[src/rtl/core/track_matte_pixel_masker_defines.svh]
// ----------------------------------------------------------------------------
// Track matte pixel masker: assertion macros
// Shared concurrent assertion wrappers, clocked on clk with reset rst_n.
// ----------------------------------------------------------------------------
`ifndef TRACK_MATTE_PIXEL_MASKER_DEFINES_SVH
`define TRACK_MATTE_PIXEL_MASKER_DEFINES_SVH

`ifndef NO_ASSERTIONS
// Same-cycle implication
`define TMPM_ASSERT_NOW(lbl, ante, cons) \
  lbl: assert property (@(posedge clk) disable iff (!rst_n) (ante) |-> (cons)) \
    else $error("tmpm assertion failed");
// Next-cycle implication
`define TMPM_ASSERT_NEXT(lbl, ante, cons) \
  lbl: assert property (@(posedge clk) disable iff (!rst_n) (ante) |=> (cons)) \
    else $error("tmpm assertion failed");
`else
`define TMPM_ASSERT_NOW(lbl, ante, cons)
`define TMPM_ASSERT_NEXT(lbl, ante, cons)
`endif

`endif

[src/rtl/core/tmpm_pkg.sv]
// ----------------------------------------------------------------------------
// Track matte pixel masker package
// Matte mode codes, default channel width and Rec.709 luma coefficients.
// ----------------------------------------------------------------------------
package tmpm_pkg;

  localparam int TMPM_CHANNEL_BITS = 16;
  localparam int MODE_BITS         = 3;

  typedef enum logic [MODE_BITS-1:0] {
    MODE_NONE      = 3'd0,
    MODE_ALPHA     = 3'd1,
    MODE_ALPHA_INV = 3'd2,
    MODE_LUMA      = 3'd3,
    MODE_LUMA_INV  = 3'd4
  } mode_t;

  // Rec.709 luma weights over 2^16; they sum to exactly 65536
  localparam int          LUMA_SHIFT = 16;
  localparam logic [15:0] LUMA_KR    = 16'd13933;
  localparam logic [15:0] LUMA_KG    = 16'd46872;
  localparam logic [15:0] LUMA_KB    = 16'd4731;
  localparam logic [15:0] LUMA_HALF  = 16'd32768;

endpackage

[src/rtl/core/track_matte_pixel_masker.sv]
// ----------------------------------------------------------------------------
// Track matte pixel masker
// Scales a layer pixel by a weight taken from the matching matte pixel.
// ----------------------------------------------------------------------------
// Usage:
//   Input channel (in_valid/in_ready) carries one layer pixel and the matching
//   matte pixel per item. Result channel (out_valid/out_ready) carries the
//   masked layer pixel. Channels are unsigned, all ones means 1.0.
//   cfg_wr_en/cfg_wr_data write matte_mode (0 none, 1 alpha, 2 alpha
//   inverted, 3 luma, 4 luma inverted; 5..7 act as none). Write it only while
//   the pipeline is empty; each item takes the mode current when it enters.
//   Throughput: one item per cycle while the receiver does not stall, set
//   by a six stage pipeline with one register level per stage: luma
//   products, luma sum, luma times alpha, weight, channel products,
//   rounding.
//   Each stage has its own valid bit and loads when it is empty or when the
//   stage after it loads, so bubbles are squeezed out while the receiver
//   stalls and in_ready stays high until every stage holds an item.
//   Reset (rst_n low, synchronous) empties the pipeline and sets the mode to
//   none; data registers are not reset.
// ----------------------------------------------------------------------------
`include "track_matte_pixel_masker_defines.svh"

module track_matte_pixel_masker #(
  parameter int CHANNEL_BITS = tmpm_pkg::TMPM_CHANNEL_BITS
) (
  input  logic                                clk,
  input  logic                                rst_n,
  // configuration
  input  logic                                cfg_wr_en,
  input  logic [tmpm_pkg::MODE_BITS-1:0]      cfg_wr_data,
  // input channel
  input  logic                                in_valid,
  output logic                                in_ready,
  input  logic [CHANNEL_BITS-1:0]             in_layer_red,
  input  logic [CHANNEL_BITS-1:0]             in_layer_green,
  input  logic [CHANNEL_BITS-1:0]             in_layer_blue,
  input  logic [CHANNEL_BITS-1:0]             in_layer_alpha,
  input  logic [CHANNEL_BITS-1:0]             in_matte_red,
  input  logic [CHANNEL_BITS-1:0]             in_matte_green,
  input  logic [CHANNEL_BITS-1:0]             in_matte_blue,
  input  logic [CHANNEL_BITS-1:0]             in_matte_alpha,
  // result channel
  output logic                                out_valid,
  input  logic                                out_ready,
  output logic [CHANNEL_BITS-1:0]             out_red,
  output logic [CHANNEL_BITS-1:0]             out_green,
  output logic [CHANNEL_BITS-1:0]             out_blue,
  output logic [CHANNEL_BITS-1:0]             out_alpha
);
  import tmpm_pkg::*;

  localparam int N      = CHANNEL_BITS;
  localparam int PW     = N + 16;       // luma product width
  localparam int SW     = N + 18;       // luma sum width
  localparam int NSTAGE = 6;
  localparam int NCH    = 4;
  localparam logic [2*N:0] RND_HALF = (2*N+1)'(1) << (N - 1);

  // Round p / (2^N - 1) to nearest for p up to (2^N - 1)^2; halves cannot
  // occur because the divisor is odd.
  function automatic logic [N-1:0] div_round(input logic [2*N-1:0] p);
    logic [2*N:0] t;
    logic [2*N:0] s;
    t = (2*N+1)'(p) + RND_HALF;
    s = t + (t >> N);
    return s[2*N-1:N];
  endfunction

  // --------------------------------------------------------------------------
  // Mode register
  // --------------------------------------------------------------------------
  mode_t mode_r;

  always_ff @(posedge clk) begin
    if (!rst_n) begin
      mode_r <= MODE_NONE;
    end else if (cfg_wr_en) begin
      mode_r <= mode_t'(cfg_wr_data);
    end
  end

  // --------------------------------------------------------------------------
  // Stage valid bits and load enables
  // ld[k]: stage k takes a new item (or a bubble) this cycle.
  // --------------------------------------------------------------------------
  logic [NSTAGE-1:0] v_r;
  logic [NSTAGE-1:0] ld;

  always_comb begin
    ld[NSTAGE-1] = !v_r[NSTAGE-1] || out_ready;
    for (int k = NSTAGE - 2; k >= 0; k--) begin
      ld[k] = !v_r[k] || ld[k+1];
    end
  end

  always_ff @(posedge clk) begin
    if (!rst_n) begin
      v_r <= '0;
    end else begin
      if (ld[0]) begin
        v_r[0] <= in_valid;
      end
      for (int k = 1; k < NSTAGE; k++) begin
        if (ld[k]) begin
          v_r[k] <= v_r[k-1];
        end
      end
    end
  end

  assign in_ready  = ld[0];
  assign out_valid = v_r[NSTAGE-1];

  // --------------------------------------------------------------------------
  // Stage 0: capture pixel, take the three luma products
  // --------------------------------------------------------------------------
  logic [PW-1:0] pr0_r, pg0_r, pb0_r;
  logic [N-1:0]  ma0_r;
  logic [N-1:0]  layer0_r [NCH];
  mode_t         mode0_r;

  always_ff @(posedge clk) begin
    if (ld[0]) begin
      pr0_r       <= PW'(LUMA_KR) * PW'(in_matte_red);
      pg0_r       <= PW'(LUMA_KG) * PW'(in_matte_green);
      pb0_r       <= PW'(LUMA_KB) * PW'(in_matte_blue);
      ma0_r       <= in_matte_alpha;
      layer0_r[0] <= in_layer_red;
      layer0_r[1] <= in_layer_green;
      layer0_r[2] <= in_layer_blue;
      layer0_r[3] <= in_layer_alpha;
      mode0_r     <= mode_r;
    end
  end

  // --------------------------------------------------------------------------
  // Stage 1: sum the luma products, round, drop the coefficient scale
  // --------------------------------------------------------------------------
  logic [SW-1:0] lsum;
  logic [N-1:0]  luma1_r;
  logic [N-1:0]  ma1_r;
  logic [N-1:0]  layer1_r [NCH];
  mode_t         mode1_r;

  assign lsum = SW'(pr0_r) + SW'(pg0_r) + SW'(pb0_r) + SW'(LUMA_HALF);

  always_ff @(posedge clk) begin
    if (ld[1]) begin
      luma1_r  <= lsum[N+LUMA_SHIFT-1:LUMA_SHIFT];
      ma1_r    <= ma0_r;
      layer1_r <= layer0_r;
      mode1_r  <= mode0_r;
    end
  end

  // --------------------------------------------------------------------------
  // Stage 2: luma times matte alpha
  // --------------------------------------------------------------------------
  logic [2*N-1:0] lp2_r;
  logic [N-1:0]   ma2_r;
  logic [N-1:0]   layer2_r [NCH];
  mode_t          mode2_r;

  always_ff @(posedge clk) begin
    if (ld[2]) begin
      lp2_r    <= (2*N)'(luma1_r) * (2*N)'(ma1_r);
      ma2_r    <= ma1_r;
      layer2_r <= layer1_r;
      mode2_r  <= mode1_r;
    end
  end

  // --------------------------------------------------------------------------
  // Stage 3: pick the weight by mode
  // --------------------------------------------------------------------------
  logic [N-1:0] lw;
  logic [N-1:0] w_nxt;
  logic         pass_nxt;
  logic [N-1:0] w3_r;
  logic         pass3_r;
  logic [N-1:0] layer3_r [NCH];

  assign lw = div_round(lp2_r);

  always_comb begin
    w_nxt    = '1;
    pass_nxt = 1'b0;
    case (mode2_r)
      MODE_ALPHA:     w_nxt = ma2_r;
      MODE_ALPHA_INV: w_nxt = ~ma2_r;
      MODE_LUMA:      w_nxt = lw;
      MODE_LUMA_INV:  w_nxt = ~lw;
      default:        pass_nxt = 1'b1;  // none and unused codes
    endcase
  end

  always_ff @(posedge clk) begin
    if (ld[3]) begin
      w3_r     <= w_nxt;
      pass3_r  <= pass_nxt;
      layer3_r <= layer2_r;
    end
  end

  // --------------------------------------------------------------------------
  // Stage 4: each channel times weight
  // --------------------------------------------------------------------------
  logic [2*N-1:0] prod4_r [NCH];
  logic           pass4_r;
  logic [N-1:0]   layer4_r [NCH];

  always_ff @(posedge clk) begin
    if (ld[4]) begin
      for (int c = 0; c < NCH; c++) begin
        prod4_r[c] <= (2*N)'(layer3_r[c]) * (2*N)'(w3_r);
      end
      pass4_r  <= pass3_r;
      layer4_r <= layer3_r;
    end
  end

  // --------------------------------------------------------------------------
  // Stage 5: round back to channel scale, or pass the layer through
  // --------------------------------------------------------------------------
  logic [N-1:0] ch5_r [NCH];

  always_ff @(posedge clk) begin
    if (ld[5]) begin
      for (int c = 0; c < NCH; c++) begin
        ch5_r[c] <= pass4_r ? layer4_r[c] : div_round(prod4_r[c]);
      end
    end
  end

  assign out_red   = ch5_r[0];
  assign out_green = ch5_r[1];
  assign out_blue  = ch5_r[2];
  assign out_alpha = ch5_r[3];

  // --------------------------------------------------------------------------
  // Assertions
  // --------------------------------------------------------------------------
  `TMPM_ASSERT_NEXT(a_accept_lands, in_valid && in_ready, v_r[0])
  `TMPM_ASSERT_NEXT(a_pass_through, ld[5] && v_r[4] && pass4_r,
                    out_red == $past(layer4_r[0]) && out_alpha == $past(layer4_r[3]))
  `TMPM_ASSERT_NEXT(a_stall_holds, out_valid && !out_ready,
                    out_valid && $stable(out_red) && $stable(out_alpha))
  `TMPM_ASSERT_NOW(a_ready_when_free, !v_r[0], in_ready)

endmodule
[config.mk]
export PLATFORM = sky130hd
export DESIGN_NAME = track_matte_pixel_masker
export DESIGN_NICKNAME = d
export VERILOG_FILES = /design/src/rtl/core/tmpm_pkg.sv /design/src/rtl/core/track_matte_pixel_masker.sv
export VERILOG_INCLUDE_DIRS = /design/src /design/src/rtl/core
export SDC_FILE = /design/constraint.sdc
export NUM_CORES = 2
export LEC_CHECK = 0
export BUFFER_PORTS_ARGS = -buffer_cell sky130_fd_sc_hd__buf_2
export CAP_MARGIN = 5
export CORE_UTILIZATION = 50
export DETAILED_ROUTE_END_ITERATION = 8
export GPL_TIMING_DRIVEN = 0
export HOLD_SLACK_MARGIN = 0.05
export PLACE_DENSITY = 0.66
export SLEW_MARGIN = 25
export SYNTH_ARGS = -nofsm -noshare
export SYNTH_HDL_FRONTEND = slang
export SYNTH_SLANG_ARGS = --single-unit
[constraint.sdc]
create_clock -name clk -period 21.5 [get_ports clk]
set_input_delay 2.15 -clock clk [delete_from_list [all_inputs] [get_ports clk]]
set_output_delay 2.15 -clock clk [all_outputs]
set_load 0.05 [all_outputs]
# Yosys cells after proc, flatten, opt, wreduce, memory -nomap -nowiden
# Memories as Yosys holds them, arrays and structs flattened.
# Cells that the tools add are included.
# W data, S select, Z words.
# totals
output_inout_bits	66
rom_bits	0
mem_bits_rw	192
wordCells	93
in_bits	136
memories	2
latchBits	0
reg_bits	540
# memory_table
memory	words	word_bits	read_ports	rd_ports_with_merged_regs	wr	line	source
prod4_r	4	32	4	0	4	track_matte_pixel_masker.sv:209	logic [2*N-1:0] prod4_r [NCH];
ch5_r	4	16	4	0	4	track_matte_pixel_masker.sv:226	logic [N-1:0] ch5_r [NCH];
# op_classes
div_mod_pow	0
n_shift	0
addsub	13
bitwise	2
eq_ne	4
magnitude_cmp	0
n_reduce_logical	13
mux	10
n_mul	8
# ops
operator	n
$add A32 B16 Y33 const B	5
$add A32 B17 Y32	5
$mul A16 B16 Y32	5
$mux W16	4
$pmux W16 S4	1
$mul A13 B16 Y29 const A	2
$add A30 B32 Y32	1
$add A32 B16 Y32 const B	1
$add A32 B29 Y32	1
$not A16 Y16	2
$mul A14 B16 Y30 const A	1
$eq A3 B2 Y1 const B	2
$logic_not A1 Y1	6
$logic_or A1 B1 Y1	6
$mux W1	5
$reduce_or A4 Y1	1
$eq A3 B1 Y1 const B	1
$eq A3 B3 Y1 const B	1

# Longest topological paths before layout
# depth
ltp_word	7
ltp_mapped	26
mapped_depth_nobuf	24

# Least setup slack after synthesis
# No wires, ideal clock.
# synth_timing
path_type	in2out
from	in out_ready
to	out in_ready
slack_ns	12.420
required_ns	19.350
stages	4
arrival_ns	6.930
path_buffers	0
cell_sequence	nor2b_1 > and3_1 > and2_1 > nand3_1
# synth_via
elab_chain_len	6
# synth_rtl
item	line	source
start: declaration	track_matte_pixel_masker.sv:45	input logic out_ready,
$logic_or A1 B1 Y1	track_matte_pixel_masker.sv:91	ld[NSTAGE-1] = !v_r[NSTAGE-1] || out_ready;
$logic_or A1 B1 Y1 (5 in series)	track_matte_pixel_masker.sv:93	ld[k] = !v_r[k] || ld[k+1];
end: declaration	track_matte_pixel_masker.sv:34	output logic in_ready,
# Every way passes these cells.

==> metrics.cfg <==
[cts]
clk_pin_slew_ns = 0.06
ctsHoldBuffers = 0
htree_num_levels = 3
clock_latency_ns = 0.73
post_cts_buffers = 0
cts_max_path_buffers = 3
tritoncts = done
cts_resized = 0
cts-root-buf = clkbuf_16
cts_buffers = 82
clock-sinks = 732

[job]
maxCapViolCount = 0

[worst_setup_path]
cp-end-kind = register
crit_path_end = prod4_r[2][31]
worstReg2RegEnd = prod4_r[2][31]
timing_worst_setup_path_type = reg -> reg
required_ns = 21.98
rr_worst_depth = 23
crit_chain = clkbuf_1 -> clkbuf_1 -> nand2_1 -> fa_1 -> inv_1 -> fa_1 -> fa_1 -> fa_1 -> fa_1 -> inv_1 -> fa_1 -> inv_1 -> ha_1 -> a2111oi_0 -> o21ai_0 -> o21ai_0 -> o2bb2a_1 -> o21ai_1 -> o41a_1 -> a211oi_1 -> o21ai_1 -> a21oi_1 -> xnor2_1
start_kind = register
cp-startpoint = w3_r[11]
cpMostUsedCell = fa_1
critPathArrivalTime_ns = 8.80
timing.rr.start = w3_r[11]
reg2reg_slack_ns = 13.18
slowest_stage = clkbuf_1
crit_path_max_fanout = 10
max_stage_delay_ns = 0.84

[sta]
period_share_pct = 38.72
max_slew_margin_pct = 21.39
maxSlewViolCount = 0
skew_ns = 0.04530
setup-violations-final = 0
hold_ws_ns = 0.3974
worst_slew_pin_slew_ns = 1.179
rsz0062_at_grt = no
max_freq_mhz = 120.1
fin_tns_setup_ns = 0
finalHoldViolations = 0
min_period_ns = 8.324

[floorplanning]
dieArea_um2 = 169500
rows = 150
initial_core_util_pct = 50.31
die_h_um = 411.7
dieWidth_um = 411.7
core_area_um2 = 166800
pin_count = 202

[detailed_routing]
dr_total_vias = 57520
drt_wl_total_mm = 226.9
drt-initial-drc-count = 4099
ant_nets = 0
drc_errors = 0
drt-wirelength-per-cell_um = 21.54
viasPerCell = 5.462
dr.pass1.iters = 6

[synth]
ys_seq_area_share_pct = 26.08
postSynthAreaPerCell_um2 = 10.54
synth.distinct_cells = 86
syn_nets = 10300
netlist_area_um2 = 83940
ys.flop_type = edfxtp_1
synth_largest_area_cell = fa_1
synth-warning-count = 0
ys_top_cells_by_area = fa_1, edfxtp_1, ha_1
synth-edff-count = 723
syn_inst = 7964
ys_ff_latch = 732
async_flop_share_pct = 0
synth_top_area_share_pct = 29.41

[cells_and_area]
drive_gt1_share_pct = 4.697
final_common_cell = inv_1
final_nets = 10600
syn2layout_area_growth_pct = 8.053
nFillCells = 14580
final_cells = 10530
final_cell_mix = inv_1, fa_1, ha_1

[placed_design]
place_inst = 10380
numPortBuffers = 201
dp_hpwl_mm = 185.4
place_congestion = 0.9767

[status]
status = complete, no violations

[global_route]
grtUsageTotal_pct = 27.34
antenna_found_initial = 19
grt_max_degree = 69
grt_pass1_vias = 60330
grt_remaining_overflow = 0
grt_pass1_wl_mm = 349.2

[hold_path]
hp-class = reg -> reg
hold_depth = 0

stage by stage:
stage | setup WS, ns | instance area (um^2) | utilization [%]
after floorplan | 12.42 | 83940 | -
after global placement | 8.184 | 87710 | 52.57
after detailed placement | 12.91 | 88060 | 52.78
after CTS | 13.28 | 90690 | 54.36
after global routing | 12.90 | 90700 | 54.36
final | 13.18 | 90700 | 54.36
per-layer routing:
metal	part of all wire, %	wire [um]	GRT usage (%)	vias to the layer above
li1	-	-	-	25980
met1	41	93420	35.80	28910
met2	46	104200	43.97	2120
met3	7.8	17710	5.190	503
met4	5.0	11430	12.49	10
met5	0.030	68	0	-
synthesized netlist by cell type, types with 9 or more instances:
cell          n
a2111oi_0    16
a211oi_1     22
a21o_1      124
a21oi_1     210
a311oi_1     19
a31oi_1      26
and2_1      600
and3_1       40
and4_1       20
clkbuf_1    248
dfxtp_1       9
edfxtp_1    723
fa_1       1233
ha_1        968
inv_1      1608
mux2i_1      17
nand2_1     918
nand2b_1     35
nand3_1      83
nand4_1      47
nor2_1      149
nor2b_1      37
nor3_1       54
o211ai_1     10
o21a_1       41
o21ai_0     139
o21ai_1      25
o21bai_1     32
o31ai_1      21
or3_1        12
xnor2_1     251
xor2_1      105
worst min path at each step:
stage	slack, ns	end	start
final	0.40	layer2_r[58]	layer1_r[58]
after global routing	0.39	layer2_r[58]	layer1_r[58]
after CTS	0.40	layer2_r[58]	layer1_r[58]
after detailed placement	0.40	layer1_r[28]	layer0_r[28]
after global placement	0.40	layer3_r[7]	layer2_r[7]
after floorplan	0.40	layer1_r[0]	layer0_r[0]
kinds of logic after synthesis:
kind of cell               after synthesis  synth area share, %
xor gates and xnor gates               356                3.714
buffers and inverters                 1861                8.337
and+or+nand+nor                       2025                11.84
AOI/OAI and AO/OA                      770                5.965
adders and majority gates             2201                43.83
muxes                                   19               0.2295
DFF                                    732                26.08
critical path, delay by kind of cell, from the launching register on:
| family | cells | cell delay (ns) |
|---|---|---|
| XOR/XNOR | 1 | 0.24 |
| AND/OR/NAND/NOR | 1 | 0.18 |
| flip-flops | 1 | 0.32 |
| buffers and inverters | 5 | 1.82 |
| adder cells (fa/ha/maj) | 7 | 3.41 |
| AO/OA/AOI/OAI | 9 | 2.08 |
flip-flops by register name (all words and copies together), names as in the netlist, 3 cells and up:
register	cells
prod4_r	128
ch5_r	64
layer0_r	64
layer1_r	64
layer2_r	64
layer3_r	64
layer4_r	64
lp2_r	32
pr0_r	30
pb0_r	29
pg0_r	29
luma1_r	16
ma0_r	16
ma1_r	16
ma2_r	16
w3_r	16
v_r	6
mode0_r	3
mode1_r	3
mode2_r	3
mode_r	3
area by class of cell:
type | count | area [um^2] | area share [%]
Antenna cell | 3 | 7.507 | 0.008277
Buffer | 253 | 982.2 | 1.083
Clock buffer | 95 | 2122 | 2.340
Clock inverter | 52 | 506.7 | 0.5587
Inverter | 1608 | 6048 | 6.668
Multi-Input combinational cell | 5371 | 55080 | 60.73
Sequential cell | 732 | 21890 | 24.14
Tap cell | 2204 | 2758 | 3.040
Timing Repair Buffer | 213 | 1306 | 1.440
Power is left out: the tool's default activity adds up to more than one toggle a clock period on the data nets, which glitch-free logic cannot reach.
